## config.mk

```make
export PLATFORM = sky130hd
export DESIGN_NAME = k_way_merge_min_select_core
export DESIGN_NICKNAME = d
export VERILOG_FILES = /design/src/rtl/core/kwm_pkg.sv /design/src/rtl/core/kwm_front.sv /design/src/rtl/core/kwm_back.sv /design/src/rtl/core/kwm_result_q.sv /design/src/rtl/core/k_way_merge_min_select_core.sv
export SDC_FILE = /design/constraint.sdc
export NUM_CORES = 2
export LEC_CHECK = 0
export ABC_AREA = 1
export BUFFER_PORTS_ARGS = -buffer_cell sky130_fd_sc_hd__buf_2
export CORE_MARGIN = 4
export CORE_UTILIZATION = 40
export DETAILED_ROUTE_END_ITERATION = 8
export PLACE_DENSITY = 0.62
export REMOVE_ABC_BUFFERS = 1
export SLEW_MARGIN = 20
export SYNTH_ARGS = -nofsm -noshare
export SYNTH_HDL_FRONTEND = slang
export SYNTH_HIERARCHICAL = 1
export SYNTH_SLANG_ARGS = --single-unit
```

## constraint.sdc

```tcl
create_clock -name clk -period 16.5 [get_ports clk]
set_input_delay 0.825 -clock clk [delete_from_list [all_inputs] [get_ports clk]]
set_output_delay 0.825 -clock clk [all_outputs]
set_load 0.02 [all_outputs]
```

## src/rtl/core/kwm_pkg.sv

```systemverilog
// Shared types, sizes and helpers of the k-way merge core.
// No dependencies; every other file of the core but the assertion header refers to it by scope.
package kwm_pkg;

  localparam int SOURCES  = 16;
  localparam int IDX_W    = $clog2(SOURCES);
  localparam int CNT_W    = $clog2(SOURCES + 1);
  localparam int LEAVES   = 1 << IDX_W;

  localparam int SRC_W    = 4;
  localparam int VAL_W    = 32;
  localparam int CFG_W    = 5;

  localparam int IQ_DEPTH = 4;
  localparam int IQ_PTR_W = $clog2(IQ_DEPTH);
  localparam int IQ_CNT_W = $clog2(IQ_DEPTH + 1);
  localparam int RQ_DEPTH = 4;
  localparam int RQ_PTR_W = $clog2(RQ_DEPTH);
  localparam int RQ_CNT_W = $clog2(RQ_DEPTH + 1);

  localparam int ADDR_W   = 3;
  localparam int DATA_W   = 32;

  // register index as decoded from paddr[2]
  localparam logic REG_SOURCES_IN_USE = 1'b0;
  localparam logic [CFG_W-1:0] SIU_RESET = 5'd1;

  typedef struct packed {
    logic [SRC_W-1:0]        source_index;
    logic signed [VAL_W-1:0] head_value;
    logic                    stream_ended;
  } item_t;

  typedef struct packed {
    logic signed [VAL_W-1:0] merged_value;
    logic [SRC_W-1:0]        refill_source;
    logic                    merge_done;
  } result_t;

  // request after classification in the front part
  typedef struct packed {
    logic  in_use;
    item_t item;
  } ent_t;

  // clamp the programmed count to 1 .. SOURCES
  function automatic logic [CNT_W-1:0] eff_count(input logic [CFG_W-1:0] siu);
    int unsigned v;
    v = 32'(siu);
    if (v == 0) v = 1;
    if (v > 32'(SOURCES)) v = 32'(SOURCES);
    return CNT_W'(v);
  endfunction

endpackage

```

## src/rtl/core/kwm_front.sv

```systemverilog
// Front part of the merge core: accepts requests, tags them in use or not,
// and queues them for the back part. Depends on kwm_pkg.
module kwm_front (
  input  logic                       clk,
  input  logic                       rst,
  input  logic                       push,
  output logic                       full,
  input  kwm_pkg::item_t             item,
  input  logic [kwm_pkg::CNT_W-1:0]  count,
  output logic                       ent_valid,
  output kwm_pkg::ent_t              ent,
  input  logic                       ent_take
);

  kwm_pkg::ent_t                  q [kwm_pkg::IQ_DEPTH];
  logic [kwm_pkg::IQ_PTR_W-1:0]   wr_ptr;
  logic [kwm_pkg::IQ_PTR_W-1:0]   rd_ptr;
  logic [kwm_pkg::IQ_CNT_W-1:0]   cnt;
  logic                           accept;
  kwm_pkg::ent_t                  classed;

  assign full      = (cnt == kwm_pkg::IQ_CNT_W'(kwm_pkg::IQ_DEPTH));
  assign accept    = push && !full;
  assign ent_valid = (cnt != '0);
  assign ent       = q[rd_ptr];

  always_comb begin
    classed.item   = item;
    classed.in_use = (32'(item.source_index) < 32'(count));
  end

  always_ff @(posedge clk) begin
    if (accept) begin
      q[wr_ptr] <= classed;
    end
  end

  always_ff @(posedge clk) begin
    if (rst) begin
      wr_ptr <= '0;
      rd_ptr <= '0;
      cnt    <= '0;
    end else begin
      if (accept) wr_ptr <= wr_ptr + 1'b1;
      if (ent_take) rd_ptr <= rd_ptr + 1'b1;
      case ({accept, ent_take})
        2'b10:   cnt <= cnt + 1'b1;
        2'b01:   cnt <= cnt - 1'b1;
        default: cnt <= cnt;
      endcase
    end
  end

endmodule

```

## src/rtl/core/kwm_back.sv

```systemverilog
// Back part of the merge core: head store, flags and the minimum tree.
// Checks the state left by one request while it applies the next. Depends on kwm_pkg.
module kwm_back (
  input  logic                       clk,
  input  logic                       rst,
  input  logic [kwm_pkg::CNT_W-1:0]  count,
  input  logic                       ent_valid,
  input  kwm_pkg::ent_t              ent,
  output logic                       ent_take,
  input  logic                       res_room,
  output logic                       res_push,
  output kwm_pkg::result_t           res
);

  localparam int NODES = 2 * kwm_pkg::LEAVES - 1;

  logic signed [kwm_pkg::VAL_W-1:0] head [kwm_pkg::SOURCES];
  logic [kwm_pkg::SOURCES-1:0]      present;
  logic [kwm_pkg::SOURCES-1:0]      finished;
  logic [kwm_pkg::SOURCES-1:0]      present_next;
  logic [kwm_pkg::SOURCES-1:0]      finished_next;
  logic [kwm_pkg::SOURCES-1:0]      head_we;
  logic [kwm_pkg::SOURCES-1:0]      use_mask;
  logic                             pend;

  logic signed [kwm_pkg::VAL_W-1:0] nv [NODES];
  logic [kwm_pkg::IDX_W-1:0]        ni [NODES];
  logic [NODES-1:0]                 nok;

  logic all_ready;
  logic all_fin;
  logic check_go;
  logic pick;
  logic done;

  always_comb begin
    for (int i = 0; i < kwm_pkg::SOURCES; i++) begin
      use_mask[i] = (32'(i) < 32'(count));
    end
  end

  // tournament over all heads; left child holds lower indices and wins ties
  always_comb begin
    for (int j = 0; j < kwm_pkg::LEAVES; j++) begin
      ni[kwm_pkg::LEAVES-1+j] = kwm_pkg::IDX_W'(j);
      if (j < kwm_pkg::SOURCES) begin
        nv[kwm_pkg::LEAVES-1+j]  = head[j];
        nok[kwm_pkg::LEAVES-1+j] = present[j] && use_mask[j];
      end else begin
        nv[kwm_pkg::LEAVES-1+j]  = '0;
        nok[kwm_pkg::LEAVES-1+j] = 1'b0;
      end
    end
    for (int k = kwm_pkg::LEAVES - 2; k >= 0; k--) begin
      if (nok[2*k+2] && (!nok[2*k+1] || (nv[2*k+2] < nv[2*k+1]))) begin
        nv[k] = nv[2*k+2];
        ni[k] = ni[2*k+2];
      end else begin
        nv[k] = nv[2*k+1];
        ni[k] = ni[2*k+1];
      end
      nok[k] = nok[2*k+1] || nok[2*k+2];
    end
  end

  assign all_ready = &(~use_mask | finished | present);
  assign all_fin   = &(~use_mask | finished);
  assign check_go  = pend && res_room;
  assign done      = all_ready && all_fin;
  assign pick      = all_ready && !all_fin && nok[0];
  assign res_push  = check_go && (pick || done);
  assign ent_take  = ent_valid && (!pend || check_go);

  always_comb begin
    res.merged_value  = done ? '0 : nv[0];
    res.refill_source = done ? '0 : kwm_pkg::SRC_W'(ni[0]);
    res.merge_done    = done;
  end

  // clear from the check first, then apply the incoming request on top
  always_comb begin
    present_next  = present;
    finished_next = finished;
    head_we       = '0;
    if (check_go && done) begin
      present_next  = '0;
      finished_next = '0;
    end else if (check_go && pick) begin
      present_next[ni[0]] = 1'b0;
    end
    for (int i = 0; i < kwm_pkg::SOURCES; i++) begin
      if (ent_take && ent.in_use && !finished_next[i] &&
          (32'(ent.item.source_index) == 32'(i))) begin
        if (ent.item.stream_ended) begin
          finished_next[i] = 1'b1;
          present_next[i]  = 1'b0;
        end else begin
          present_next[i]  = 1'b1;
          head_we[i]       = 1'b1;
        end
      end
    end
  end

  always_ff @(posedge clk) begin
    for (int i = 0; i < kwm_pkg::SOURCES; i++) begin
      if (head_we[i]) head[i] <= ent.item.head_value;
    end
  end

  always_ff @(posedge clk) begin
    if (rst) begin
      present  <= '0;
      finished <= '0;
      pend     <= 1'b0;
    end else begin
      present  <= present_next;
      finished <= finished_next;
      if (ent_take) begin
        pend <= 1'b1;
      end else if (check_go) begin
        pend <= 1'b0;
      end
    end
  end

endmodule

```

## src/rtl/core/kwm_result_q.sv

```systemverilog
// Result queue of the merge core: holds finished results until popped.
// Depends on kwm_pkg.
module kwm_result_q (
  input  logic              clk,
  input  logic              rst,
  input  logic              wr,
  input  kwm_pkg::result_t  wr_data,
  output logic              room,
  output logic              empty,
  input  logic              pop,
  output kwm_pkg::result_t  result
);

  kwm_pkg::result_t               q [kwm_pkg::RQ_DEPTH];
  logic [kwm_pkg::RQ_PTR_W-1:0]   wr_ptr;
  logic [kwm_pkg::RQ_PTR_W-1:0]   rd_ptr;
  logic [kwm_pkg::RQ_CNT_W-1:0]   cnt;
  logic                           rd;

  assign room   = (cnt != kwm_pkg::RQ_CNT_W'(kwm_pkg::RQ_DEPTH));
  assign empty  = (cnt == '0);
  assign rd     = pop && !empty;
  assign result = q[rd_ptr];

  always_ff @(posedge clk) begin
    if (wr) begin
      q[wr_ptr] <= wr_data;
    end
  end

  always_ff @(posedge clk) begin
    if (rst) begin
      wr_ptr <= '0;
      rd_ptr <= '0;
      cnt    <= '0;
    end else begin
      if (wr) wr_ptr <= wr_ptr + 1'b1;
      if (rd) rd_ptr <= rd_ptr + 1'b1;
      case ({wr, rd})
        2'b10:   cnt <= cnt + 1'b1;
        2'b01:   cnt <= cnt - 1'b1;
        default: cnt <= cnt;
      endcase
    end
  end

endmodule

```

## src/rtl/core/k_way_merge_min_select_core.sv

```systemverilog
// Path: request queue, head store and flags, result queue. Throughput: one request
//   per cycle while the result queue has room; the check of one request overlaps
//   the apply of the next, paced by the combinational minimum tree over all heads.
// Reset (rst, synchronous, high): empty both queues, clear all present and
//   finished flags, set sources_in_use to 1; head values stay as they are.
module k_way_merge_min_select_core (
  input  logic                          clk,
  input  logic                          rst,
  // request side
  input  logic                          push,
  output logic                          full,
  input  kwm_pkg::item_t                item,
  // result side
  output logic                          empty,
  input  logic                          pop,
  output kwm_pkg::result_t              result,
  // configuration port
  input  logic                          psel,
  input  logic                          penable,
  input  logic                          pwrite,
  input  logic [kwm_pkg::ADDR_W-1:0]    paddr,
  input  logic [kwm_pkg::DATA_W-1:0]    pwdata,
  output logic [kwm_pkg::DATA_W-1:0]    prdata,
  output logic                          pready
);

  logic [kwm_pkg::CFG_W-1:0] sources_in_use;
  logic [kwm_pkg::CNT_W-1:0] count;
  logic                      cfg_wr;

  logic                      ent_valid;
  kwm_pkg::ent_t             ent;
  logic                      ent_take;
  logic                      res_room;
  logic                      res_push;
  kwm_pkg::result_t          res;

  // Register decode: only paddr[2] selects; the low byte bits are ignored.
  assign pready = 1'b1;
  assign cfg_wr = psel && penable && pwrite && pready;

  always_ff @(posedge clk) begin
    if (rst) begin
      sources_in_use <= kwm_pkg::SIU_RESET;
    end else if (cfg_wr && (paddr[2] == kwm_pkg::REG_SOURCES_IN_USE)) begin
      sources_in_use <= pwdata[kwm_pkg::CFG_W-1:0];
    end
  end

  always_comb begin
    prdata = '0;
    if (paddr[2] == kwm_pkg::REG_SOURCES_IN_USE) begin
      prdata = kwm_pkg::DATA_W'(sources_in_use);
    end
  end

  // Zero acts as one, anything past the source count clamps to it.
  assign count = kwm_pkg::eff_count(sources_in_use);

  // Front: take requests, tag whether the source index is in use, queue them.
  kwm_front u_front (
    .clk       (clk),
    .rst       (rst),
    .push      (push),
    .full      (full),
    .item      (item),
    .count     (count),
    .ent_valid (ent_valid),
    .ent       (ent),
    .ent_take  (ent_take)
  );

  // Back: apply each request to the heads and flags, then pick the minimum once
  // every source in use holds a head or has ended, or mark the merge done once all
  // have ended. Stall only when the result queue has no room for a pending check.
  kwm_back u_back (
    .clk       (clk),
    .rst       (rst),
    .count     (count),
    .ent_valid (ent_valid),
    .ent       (ent),
    .ent_take  (ent_take),
    .res_room  (res_room),
    .res_push  (res_push),
    .res       (res)
  );

  // Results wait here so the back part keeps going while the consumer stalls.
  kwm_result_q u_result_q (
    .clk     (clk),
    .rst     (rst),
    .wr      (res_push),
    .wr_data (res),
    .room    (res_room),
    .empty   (empty),
    .pop     (pop),
    .result  (result)
  );

endmodule

```

Yosys cells after proc, flatten, opt, wreduce, memory -nomap -nowiden
Memories as Yosys holds them, arrays and structs flattened. A register that Yosys moved wholly into a read port is not among the register bits.
Index checks and enable logic that the tools add are counted.
{"block": "word_totals", "ff_bits": 52, "ram_bits": 812, "word_cells": 477, "memories": 3}
{"memory": "u_back.head", "depth": 16, "width": 32, "rd": 16, "rd_ports_with_merged_regs": 0, "write_ports": 1, "line": "kwm_back.sv:17", "rtl": "logic signed [kwm_pkg::VAL_W-1:0] head [kwm_pkg::SOURCES];"}
{"memory": "u_front.q", "depth": 4, "width": 38, "rd": 1, "rd_ports_with_merged_regs": 1, "write_ports": 1, "line": "kwm_front.sv:15", "rtl": "kwm_pkg::ent_t q [kwm_pkg::IQ_DEPTH];"}
{"memory": "u_result_q.q", "depth": 4, "width": 37, "rd": 1, "rd_ports_with_merged_regs": 1, "write_ports": 1, "line": "kwm_result_q.sv:14", "rtl": "kwm_pkg::result_t q [kwm_pkg::RQ_DEPTH];"}
{"block": "op_classes", "addsub": 8, "magnitude_cmp": 35, "n_eq_ne": 21, "muxes": 194, "n_bitwise": 6, "reduce_logical": 185}
{"op": "2-to-1 mux 32 bit", "count": 31}
{"op": "< comparator 32 bit", "count": 15}
{"op": "OR reduction 32 bit", "count": 15}
{"op": "2-to-1 mux 1 bit", "count": 127}
{"op": "logical AND 1 bit", "count": 78}
{"op": "2-to-1 mux 4 bit", "count": 17}
{"op": "nonzero test 3 bit", "count": 17}
{"op": "2-to-1 mux 16 bit", "count": 3}
{"op": "< comparator 4 x 5 -> 1 bit (first input constant)", "count": 8}
{"op": "logical NOT 1 bit", "count": 35}
{"op": "equality test 4 bit (second input constant)", "count": 8}
{"op": "greater-than comparator 32 x 5 -> 1 bit (second input constant)", "count": 1}
{"op": "logical OR 1 bit", "count": 32}
{"op": "inverter 16 bit", "count": 2}
{"op": "OR 16 bit", "count": 2}
{"op": "AND reduction 16 bit", "count": 2}
{"op": "< comparator 3 x 5 -> 1 bit (first input constant)", "count": 4}
{"op": "bitwise AND 16 bit", "count": 1}
{"op": "equality test 4 x 3 -> 1 bit (second input constant)", "count": 4}
{"op": "2-to-1 mux 2 bit", "count": 8}
{"op": "2-to-1 mux 5 bit", "count": 3}
{"op": "one-hot mux 3 bit (2 select lines)", "count": 2}
{"op": "< comparator 1 x 5 -> 1 bit (first input constant)", "count": 2}
{"op": "< comparator 2 x 5 -> 1 bit (first input constant)", "count": 2}
{"op": "other kinds (19)", "count": 30}

Longest topological paths before layout
{"block": "logic_depth", "ltp_word": 34, "depth_mapped": 74, "ltp_nobuf": 70}

Hierarchy
The synthesis kept the hierarchy.
{"module": "kwm_back", "n_inst": 1, "cells_each": 3824, "area_per_inst_um2": 34458.0, "seq_area_each_um2": 16035.4}
{"module": "kwm_front", "n_inst": 1, "cells_each": 450, "area_per_inst_um2": 6199.7, "seq_area_each_um2": 4744.6}
{"module": "kwm_result_q", "n_inst": 1, "cells_each": 425, "area_per_inst_um2": 5960.7, "seq_area_each_um2": 4624.4}
{"module": "k_way_merge_min_select_core", "n_inst": 1, "cells_each": 83, "area_per_inst_um2": 521.8, "seq_area_each_um2": 100.1}

Worst setup path after synthesis
No wires, ideal clock.
{"block": "synth_path", "path_type": "reg2reg", "from": "memory u_back/head[0][101] (netlist name)", "to": "memory u_result_q/q[0][10] (netlist name) (data pin)", "arrival_time_ps": 7505, "required_time_ps": 16283, "setup_slack_ps": 8778, "path_stages_with_launch": 61, "path_buffers": 7, "path_cell_list": "edfxtp_1 -> ha_1 -> a21oi_1 -> nor2_1 -> nor3_1 -> nand2_1 -> nand2_1 -> nand2_1 -> nand2_1 -> nand2_1 -> nand2_1 -> nand3_1 -> nand2_1 -> clkbuf_1 -> nor2_1 -> a21oi_1 -> ha_1 -> a21oi_1 -> (+25 left out) -> clkbuf_1 -> nand2_1 -> o21ai_0 -> ha_1 -> a21oi_1 -> nor2_1 -> a211oi_1 -> o221a_2 -> nand2_1 -> nand2_1 -> nand2_1 -> nand2_2 -> nand3_4 -> nand2_4 -> buf_6 -> buf_8 -> nor2_1 -> a211oi_1"}
{"item": "start, declared", "line": "kwm_back.sv:17"}
{"item": "end, declared", "line": "kwm_result_q.sv:14"}

Worst setup path after layout
{"block": "layout_path", "from": "register sources_in_use[4] (netlist name)", "to": "register u_back/present[15] (netlist name)"}
{"block": "layout_via", "elab_chain_cells": 31, "elab_cells_between_ends": 158, "classes_between": "order compare: 26; mux: 37; bitwise: 5; reduce/logical: 90"}
{"item": "start, declared", "line": "k_way_merge_min_select_core.sv:27", "rtl": "logic [kwm_pkg::CFG_W-1:0] sources_in_use;"}
{"item": "start signal, assigned", "line": "k_way_merge_min_select_core.sv:44", "rtl": "sources_in_use <= kwm_pkg::SIU_RESET;"}
{"item": "start signal, assigned", "line": "k_way_merge_min_select_core.sv:46", "rtl": "sources_in_use <= pwdata[kwm_pkg::CFG_W-1:0];"}
{"item": "logical NOT 5 bit", "line": "kwm_pkg.sv:50", "rtl": "if (v == 0) v = 1;"}
{"item": "2-to-1 mux 5 bit *", "line": "kwm_pkg.sv:50"}
{"item": "greater-than comparator 32 x 5 -> 1 bit", "line": "kwm_pkg.sv:51", "rtl": "if (v > 32'(SOURCES)) v = 32'(SOURCES);"}
{"item": "2-to-1 mux 5 bit *", "line": "kwm_pkg.sv:51"}
{"item": "via count, one bit", "line": "k_way_merge_min_select_core.sv:28", "rtl": "logic [kwm_pkg::CNT_W-1:0] count;"}
{"item": "< comparator 4 x 5 -> 1 bit (tied with other cells)", "line": "kwm_back.sv:38", "rtl": "use_mask[i] = (32'(i) < 32'(count));"}
{"item": "logical AND 1 bit", "line": "kwm_back.sv:48", "rtl": "nok[kwm_pkg::LEAVES-1+j] = present[j] && use_mask[j];"}
{"item": "logical NOT 1 bit", "line": "kwm_back.sv:55", "rtl": "if (nok[2*k+2] && (!nok[2*k+1] || (nv[2*k+2] < nv[2*k+1]))) begin"}
{"item": "(+16 left out)"}
{"item": "logical AND 1 bit (not written as such)", "line": "kwm_back.sv:89", "rtl": "present_next[ni[0]] = 1'b0;"}
{"item": "2-to-1 mux 1 bit (not written as such)", "line": "kwm_back.sv:89"}
{"item": "demux 1 bit (select 4 bit)"}
{"item": "inverter 16 bit (no source line)"}
{"item": "bitwise AND 16 bit (no source line)"}
{"item": "2-to-1 mux 16 bit", "line": "kwm_back.sv:88", "rtl": "end else if (check_go && pick) begin"}
{"item": "2-to-1 mux 16 bit", "line": "kwm_back.sv:85", "rtl": "if (check_go && done) begin"}
{"item": "2-to-1 mux 1 bit", "line": "kwm_back.sv:92", "rtl": "if (ent_take && ent.in_use && !finished_next[i] &&"}
{"item": "end signal, assigned", "line": "kwm_back.sv:117", "rtl": "present <= present_next;"}
{"item": "end, declared", "line": "kwm_back.sv:18", "rtl": "logic [kwm_pkg::SOURCES-1:0] present;"}
The timed path passes the listed nets; every way through them passes the cells marked *. The select of a mux whose other input is x is not followed.
A chain may end at the register's enable or synchronous reset.

==> out/qor.yml <==
syn_to_final_growth_pct: 11.3
cpMaxStageDelayCell: "a21oi_1"
worstPathMaxFanout: 46
wl_per_cell_um: 18.0
die_w_um: 351
synth_top_area_frac: 0.517
fin_crit_sh: 0.778
reg2reg_depth: 55
drc: 0
p_sw_mw: 1.99
clk_pin_slew_ns: 0.06
async_reset_ff_frac: 0
p_clk_frac: 0.334
std_cell_rows: 125
synthesis.area_mm2: 0.0471
layout_min_cycle_time_ns: 12.84
worst_pin_slew_ns: 1.14
synth_largest_area_cell: "edfxtp_1"
rsz0062_at_grt: "false"
grt_util_all_layers: 0.186
finalHoldViolations: 0
drt_wl_total_um: 117000
yosys-top-cells-count: "nand2_1, edfxtp_1, o21ai_0, inv_1, nor2_1"
ys_seq_elements: 868
crit_type: "reg -> reg"
final_antenna_net_count: 0
clk_latency_ns: 0.67
setup_violations: 0
skew_ns: 0.0145
seqCellArea_mm2: 0.0255
first_global_vias: 31800
crit_top_cell: "nand2_1"
synth_cells: 4782
crit_arrival_ns: 13.35
die_height_um: 351
run_status: "finished, final reports clean"
port_buffers: 93
ys_seq_area_frac: 0.541
synth_cell_types: 53
cts_tree: "done"
multi_input_area_mm2: 0.0190
drive_gt1_frac: 0.0827
antenna_found_initial: 6
p_per_area_mw_per_mm2: 122
fin_area_mm2: 0.0525
hold_path_class: "in -> reg"
syn_avg_cell_area_um2: 9.86
p_leak_nw: 21.3
grt_pass1_wl_um: 179000
start_util: 0.405
ir_drop_uv: 113
vias: 33800
yosysMostFrequentCell: "nand2_1"
cts_sinks: 868
slew_headroom: 0.240
clock_path_buffers: 3
cts-resized-gates: 0
slowest_delay_ns: 0.79
p_int_mw: 4.43
final_nets: 5427
startpoint_type: "flip-flop"
gp_congestion: 0.917
first_pass_iters: 5
fmax_mhz: 77.9
dieArea_mm2: 0.123
nFillCells: 10800
dpl_cell_area_mm2: 0.0493
htreeDepth: 3
yosys_warnings: 6
synth_edf_count: 812
swShare: 0.310
power_frac_seq: 0.445
critPathRequiredTime_ns: 17.01
io_pins: 151
ctsHoldBuffers: 0
via_per_inst: 5.22
end_kind: "flip-flop"
core_mm2: 0.117
max_cap_viol_count: 0
tns_ns: 0
maxSlewViolCount: 0
synthTopCellsByArea: "edfxtp_1, ha_1, nand2_1"
combPwrFrac: 0.221
grt_max_degree: 78
drtIter0Drc: 3104
cts_root_buf: "clkbuf_16"
overflow: 0
cts_buffers: 90
cts_setup_buffers: 0
dpl.hpwl_um: 84200
hold_path_depth: 1
synthFlopType: "edfxtp_1"
==> logic make-up (layout without fill, tap and decap cells) <==
family                   Yosys count  in the layout  synth area share
AND/OR/NAND/NOR                 1662           1662             0.144
AO/OA/AOI/OAI                   1075           1075             0.125
flip-flops                       868            868             0.541
buffers and inverters            695            830            0.0620
adder cells (fa/ha/maj)          480            480             0.128
other                              2             29          0.000159
==> worst paths after layout <==
path / start / endpoint / slack (ns)
max: sources_in_use[4] / u_back/present[15] / 3.66
min: item[19] / u_front/q[0][19] / 0.37
max reg2reg: sources_in_use[4] / u_back/present[15] / 3.66
min reg2reg: u_front/rd_ptr[1] / flip-flop / 0.44
==> state kept, by name, indices dropped and copies added (netlist names), 2 cells and up, named ones only <==
name / cells
u_result_q/q: 148
u_back/present: 16
u_result_q/cnt: 3
u_front/q: 152
u_result_q/wr_ptr: 2
u_back/finished: 16
u_front/wr_ptr: 2
u_front/cnt: 3
sources_in_use: 5
u_back/head: 512
u_front/rd_ptr: 2
u_result_q/rd_ptr: 2
==> cells in the final DEF, fill, tap and decap left out, types with 13 or more instances in the layout <==
cell,synthesis,layout
a211oi_1,26,25
a211oi_2,28,29
a21oi_1,347,347
buf_2,12,93
buf_4,35,59
bufinv_16,0,16
clkbuf_1,97,21
clkbuf_16,0,90
clkinv_1,3,14
conb_1,2,28
dfxtp_1,56,54
edfxtp_1,812,812
ha_1,478,478
inv_1,495,495
nand2_1,926,924
nand2_2,14,15
nand3_1,95,95
nand4_1,45,45
nor2_1,481,461
nor2_4,3,23
nor3_1,44,44
nor3b_1,13,13
o21ai_0,519,519
o21ai_1,43,43
o22ai_1,79,71
==> power by group through the flow <==
stage | clock (mW) | combinational [mW] | sequential (mW)
floorplan | 0 | 0.731 | 2.93
global placement | 0 | 1.37 | 2.90
detailed placement | 0 | 1.41 | 2.91
CTS | 2.19 | 1.42 | 2.86
global route | 2.28 | 1.56 | 2.87
finish | 2.14 | 1.42 | 2.86
==> metal layers <==
layer	wire length, µm	vias up	track usage
met3	7420	146	0.0225
met2	52900	995	0.301
met5	0	-	0
met4	3190	0	0.0520
met1	53200	15800	0.266
li1	-	16800	-
==> metrics by stage <==
stage / utilization / power (mW) / hold slack (ns) / cells / setup WS, ns
final: 0.450 / 6.42 / 0.373 / 6468 / 3.66
after global placement: 0.423 / 4.27 / 0.425 / 6298 / 4.09
after CTS: 0.450 / 6.46 / 0.332 / 6465 / 3.88
after floorplan: - / 3.66 / 0.412 / 4622 / 6.81
after global routing: 0.450 / 6.72 / 0.355 / 6467 / 2.79
after detailed placement: 0.423 / 4.31 / 0.433 / 6298 / 4.01
==> area by class of cell <==
class / instances / area share
multi-input combinational: 3245 / 0.363
inverter: 509 / 0.0364
clock buffer: 112 / 0.0447
tap: 1524 / 0.0363
clock inverter: 55 / 0.0148
antenna: 1 / 0.0000477
timing repair buffer: 154 / 0.0184
sequential: 868 / 0.486
==> worst max-delay path: cells and delay by family, from the launching register on <==
kind	cells	cell delay, ns
buffers and inverters	7	3.10
adder cells (fa/ha/maj)	3	0.98
AND/OR/NAND/NOR	33	4.47
flip-flops	1	0.47
AO/OA/AOI/OAI	12	3.62
(Power assumes the default switching activity.)
